File: config.mk
export PLATFORM = sky130hd
export DESIGN_NAME = bb3_avg
export DESIGN_NICKNAME = d
export VERILOG_FILES = /design/src/sv/bb3_pkg.sv /design/src/sv/bb3_avg.sv
export SDC_FILE = /design/constraint.sdc
export NUM_CORES = 2
export LEC_CHECK = 0
export BUFFER_PORTS_ARGS = -buffer_cell sky130_fd_sc_hd__buf_2
export CAP_MARGIN = 20
export CORE_ASPECT_RATIO = 0.75
export CORE_MARGIN = 2
export CORE_UTILIZATION = 31
export DETAILED_ROUTE_END_ITERATION = 12
export GPL_TIMING_DRIVEN = 0
export PLACE_DENSITY = 0.56
export SYNTH_ARGS = -nofsm -noshare
export SYNTH_HDL_FRONTEND = slang
export SYNTH_SLANG_ARGS = --single-unit
File: constraint.sdc
create_clock -name clk -period 15.1 [get_ports clk]
set_input_delay 3.02 -clock clk [delete_from_list [all_inputs] [get_ports clk]]
set_output_delay 3.02 -clock clk [all_outputs]
set_load 0.005 [all_outputs]
File: src/sv/bb3_pkg.sv
// Shared types, register codes and divider constants for the 3x3 RGB box blur.
`timescale 1ns / 1ps
`default_nettype none

package bb3_pkg;

  // One RGB pixel: red in the top byte, blue in the bottom byte
  typedef logic [23:0] pix_t;

  typedef struct packed {
    logic       mode;
    logic [7:0] blue_in;
    logic [7:0] green_in;
    logic [7:0] red_in;
  } in_item_t;

  typedef struct packed {
    logic [7:0] blue_out;
    logic [7:0] green_out;
    logic [7:0] red_out;
    logic       frame_end;
  } out_item_t;

  // Neighbor mask of the 3x3 window: bit 0 is the top row / left column
  typedef struct packed {
    logic [2:0] row;
    logic [2:0] col;
  } mask_t;

  // Item modes
  localparam logic MODE_PUSH  = 1'b0;
  localparam logic MODE_FLUSH = 1'b1;

  // Configuration port
  localparam int CFG_IDX_W  = 1;
  localparam int CFG_DATA_W = 13;
  localparam logic [CFG_IDX_W-1:0] REG_FRAME_WIDTH  = 1'd0;
  localparam logic [CFG_IDX_W-1:0] REG_FRAME_HEIGHT = 1'd1;
  localparam int FW_BITS = 11;
  localparam int FH_BITS = 13;
  localparam logic [FW_BITS-1:0] FW_RESET = 11'd640;
  localparam logic [FH_BITS-1:0] FH_RESET = 13'd480;

  // Averaging datapath: nine 8-bit terms, divisor by reciprocal multiply
  localparam int SUM_W   = 12;
  localparam int CNT_W   = 4;
  localparam int RECIP_W = 17;
  localparam int FRAC_W  = 16;
  localparam int PROD_W  = SUM_W + RECIP_W;

  // Rounded-up 2^16/n; exact floor quotient for every sum below 2^15
  function automatic logic [RECIP_W-1:0] recip_of(input logic [CNT_W-1:0] n);
    logic [RECIP_W-1:0] m;
    unique case (n)
      4'd1:    m = 17'd65536;
      4'd2:    m = 17'd32768;
      4'd3:    m = 17'd21846;
      4'd4:    m = 17'd16384;
      4'd6:    m = 17'd10923;
      4'd9:    m = 17'd7282;
      default: m = '0;
    endcase
    return m;
  endfunction

endpackage

`default_nettype wire

File: src/sv/bb3_avg.sv
// Masked 3x3 per-channel sum and constant-divisor average, two register stages.
`timescale 1ns / 1ps
`default_nettype none

module bb3_avg (
  input  logic                     clk,
  input  bb3_pkg::pix_t [2:0][2:0] win,
  input  bb3_pkg::mask_t           mask,
  output bb3_pkg::pix_t            avg_pix
);
  import bb3_pkg::*;

  logic [SUM_W-1:0]   sum_nxt [3];
  logic [SUM_W-1:0]   sum_r   [3];
  logic [1:0]         rows_n;
  logic [1:0]         cols_n;
  logic [CNT_W-1:0]   cnt;
  logic [RECIP_W-1:0] recip_r;
  logic [PROD_W-1:0]  prod_r  [3];

  // Add up the in-frame neighbors per channel and count them
  always_comb begin
    rows_n = 2'($countones(mask.row));
    cols_n = 2'($countones(mask.col));
    cnt    = CNT_W'(rows_n) * CNT_W'(cols_n);
    for (int k = 0; k < 3; k++) begin
      sum_nxt[k] = '0;
      for (int i = 0; i < 3; i++) begin
        for (int j = 0; j < 3; j++) begin
          if (mask.row[i] && mask.col[j]) begin
            sum_nxt[k] = sum_nxt[k] + SUM_W'(win[i][j][8*k +: 8]);
          end
        end
      end
    end
  end

  // Stage 1 holds sums and reciprocal, stage 2 the products
  always_ff @(posedge clk) begin
    sum_r   <= sum_nxt;
    recip_r <= recip_of(cnt);
    for (int k = 0; k < 3; k++) begin
      prod_r[k] <= PROD_W'(sum_r[k]) * PROD_W'(recip_r);
    end
  end

  // Drop the fraction bits
  always_comb begin
    for (int k = 0; k < 3; k++) begin
      avg_pix[8*k +: 8] = prod_r[k][FRAC_W +: 8];
    end
  end

endmodule

`default_nettype wire

Word level (Yosys, flattened, before mapping)
Memory sizes are Yosys's and may differ from the RTL's. Index checks and enable logic that the tools add are counted.

Input bits: 223. Memories: 1. Output and inout bits: 24. Word-level logic and storage cells: 80. Register bits after elaboration: 53. Bits in writable memories: 87.

Memories: prod_r (words 3, width 29, rd ports 3, clocked after memory_dff 0, wr ports 3, line bb3_avg.sv:19) `logic [PROD_W-1:0] prod_r [3];`.

$mul: 4. Mux-type cells: 28. Reduce and logical (&&, ||, !) cells: 9. Add/subtract/negate cells: 28. Equality and inequality tests: 6.

Operators by type and width (count): $add 12x8->12 (24); $mux 12 (24); $pmux 17 s6 (1); $mul 12x17->29 (3); $mux 8 (3); $logic_and 1x1->1 (9); $eq 4x2->1 const B (2); $eq 4x3->1 const B (2); $add 1x1->2 (2); $add 2x1->2 (2); $eq 4x1->1 const B (1); $eq 4x4->1 const B (1); $mul 2x2->4 (1).

Logic depth before layout (Yosys ltp)
Depth in word-level cells: 18. Depth in mapped cells: 54. Depth with buffers taken out: 51.

Least setup slack after synthesis
OpenSTA, ideal clock, no wires.

Path kind: input to register. From: input mask[0] (netlist bit). To: register sum_r[35] (netlist bit). Stages: 50. Arrival: 11465 ps. Setup time: 121 ps. Path buffers: 3. Slack: 3514 ps. Data required time: 14979 ps. Cells stage by stage: clkbuf_1 -> clkbuf_1 -> clkbuf_1 -> and3_1 -> ha_1 -> inv_1 -> fa_1 -> nor2b_1 -> o21a_1 -> nor3_1 -> o31ai_1 -> ha_1 -> and3_1 -> a221o_1 -> or2_2 -> xor2_1 -> nor2_1 -> nor2_1 -> (+14 left out) -> nor2_1 -> o31a_1 -> a211oi_1 -> a21o_1 -> ha_1 -> xnor2_1 -> mux2_2 -> ha_1 -> a21boi_0 -> or3_1 -> nand2_1 -> ha_1 -> a21oi_1 -> o21ai_0 -> and3_1 -> nand2_1 -> nor2_1 -> xor2_1.

RTL lines: from (decl) (line bb3_avg.sv:8) `input bb3_pkg::mask_t mask,`; to (signal assigned) (line bb3_avg.sv:40) `sum_r <= sum_nxt;`; to (decl) (line bb3_avg.sv:14) `logic [SUM_W-1:0] sum_r [3];`.

==> metrics.cfg <==
[power]
p_total_mw = 2.72
ir_drop_v = 0.0000674
p_leak_nw = 14.6
power_density_nw_per_um2 = 93.2

[synthesis]
netlist_area_um2 = 26200
yosys-top-cells-area = fa_1 (31%), ha_1 (15%), inv_1 (8.2%)
yosysTopAreaCell = fa_1
synth.distinct_cells = 87
ys_warn_count = 0
synth_flop_cell = dfxtp_1
ys_seq_area_share_pct = 5.19
syn_area_per_cell_um2 = 8.55
ys_seq_elements = 68
syn_nets = 4016
synth.top_cell.area_share_pct = 30.6
syn_inst = 3068
synth_edf_count = 0
synth-async-reset-ratio_pct = 0

[layout]
post_layout_nonfiller_instances = 4466
fin_nets = 4273
fin_util_pct = 34.8
final_layout_size_suffix_gt1_share_pct = 11.7
synthToLayoutAreaGrowth_pct = 11.4
final_area_um2 = 29200

[clock_tree]
ctsHoldBuffers = 0
cts_setup_buffers = 0
cts_tree = built
cts_resized = 0
clkSinkCount = 68
clock_latency_ns = 0.38
cts.clk_slew.worst_paths_ns = 0.07
ctsHtreeMaxLevel = 3
clock_path_buffers = 2
cts_buffers = 9
clock-root-buffer = clkbuf_16

[grt]
grt_max_degree = 14
grt_pass1_wl_um = 131000
grt-ovfl-total = 0
first_global_vias = 21900
grt_usage_pct = 19.8
antenna_found_initial = 18

[sta]
fin_crit_sh_pct = 91.4
setup_tns_ns = 0
final-setup-viol-count = 0
max_clock_freq_ghz = 0.0724
grt_setup_unrepaired = no
slew_headroom_pct = 37.6
slew_violations = 0
worst_slack_ns = 1.29
min_period_ns = 13.81
finalHoldViolations = 0
tightest_slew_ns = 0.936
fin_hold_ws_ns = 0.973
fin_skew_ns = 0.0148

[detailed_routing]
drcViolationCount = 0
first_iter_violations = 1546
wl_per_cell_um = 18.9
vias = 21700
routed_wl_um = 84600
ant_nets = 0
dr.pass1.iters = 5
avgViaCountPerCell = 4.85

[outcome]
status = finished, final reports clean

[floorplanning]
rows = 92
die_area_um2 = 87000
start_util_pct = 31.2
die_w_um = 340
placeableCoreArea_um2 = 83900
dieHeight_um = 256
ios = 247

[critical_path]
path_class = in -> reg
slowest_stage = clkbuf_1
cp_data_arrival_time_ns = 14.07
cp_common_cell = ha_1
crit_fanout = 10
cp-start-kind = input port
slowest_delay_ns = 0.59
endpoint_kind = flop
critPathRequiredTime_ns = 15.36

[placement]
io_buffers = 246
place.gp.congestion = 0.928
dp.cells = 4442
hpwl_um = 75400
place_ws_ns = 1.03
placed_area_um2 = 28900

[flow_run]
cap_violations = 0

[worst_hold_path]
min-delay-path-class = reg -> reg

## final timing paths
path | from | to | slack [ns] | depth (start not counted)
max | mask[0] | sum_r[22] | 1.29 | 49
min | sum_r[33] | prod_r[0][23] | 0.97 | 4
max reg2reg | recip_r[13] | prod_r[0][23] | 8.08 | 22
min reg2reg | sum_r[33] | prod_r[0][23] | 0.97 | 4
## cell usage after synthesis, drive strengths merged, types with 35 or more instances
cell type  number
a21o           67
a21oi         159
and2          185
clkbuf         60
dfxtp          68
fa            401
ha            324
inv           572
mux2           57
nand2         234
nor2          169
nor2b          44
nor3           35
o21a           41
o21ai         150
xnor2         126
xor2           50
## sequential cells by signal, indices dropped and copies added (netlist names)
| name | count |
|---|---|
| sum_r | 36 |
| prod_r | 24 |
| recip_r | 8 |
## area by class of cell
type                    count  area, um^2
flip-flops and latches     68        1360
fillers                  8824       54700
well taps                1128        1410
plain buffers              73         289
multi-input cells        2355       22400
clock buffers               9         225
repair buffers            246        1230
clock inverters             7        98.8
inverters                 572        2150
diodes                      8        20.0
## cells in the final DEF (no fill, tap or decap), types with 7 or more instances in the layout
cell       count
a211oi_1      21
a21boi_0      12
a21o_1        67
a21oi_1      151
a31oi_1       11
a41o_1         8
and2_1       185
and3_1        34
buf_2        255
clkbuf_1      60
clkbuf_16      9
dfxtp_1       68
diode_2        8
fa_1         401
ha_1         324
inv_1        572
mux2_2        57
mux2i_1       17
nand2_1      233
nand2b_1      21
nand3_1       16
nor2_1       169
nor2b_1       44
nor3_1        35
o21a_1        40
o21ai_0      135
o21ai_1       15
o21ba_2        9
o21bai_1      26
o31a_1        12
o31ai_1       14
or2_2          7
or3_1          7
xnor2_1      119
xor2_1        45
## cells by family after synthesis
kind of cell / share of synthesized area [%]
compound gates: 15.5
simple gates: 14.4
xor+xnor: 6.45
flops: 5.19
fa+ha+maj: 46.1
mux: 3.10
buf+inv: 9.29
## critical path: cells and delay by family
family	cells	cell delay (ns)
buf+inv	6	1.94
mux	1	0.10
xor+xnor	2	0.29
fa+ha+maj	9	3.00
compound gates	25	4.43
simple gates	6	1.28
## per-layer routing
metal / part of all wire [%] / global-route usage (%) / vias up
met3: 8.9 / 4.66 / 58
met1: 50 / 30.6 / 10400
met5: 0.063 / 0 / -
met4: 1.2 / 2.46 / 8
li1: - / - / 10500
met2: 40 / 28.4 / 670
## power breakdown
part           leakage (nW)  internal, mW  switching [mW]  total [mW]
clock network         0.156         0.145          0.0981       0.244
logic                  13.8         0.911            1.21        2.12
registers             0.567         0.252           0.100       0.353
total                  14.6          1.31            1.41        2.72
Power figures use the tool's default switching activity.
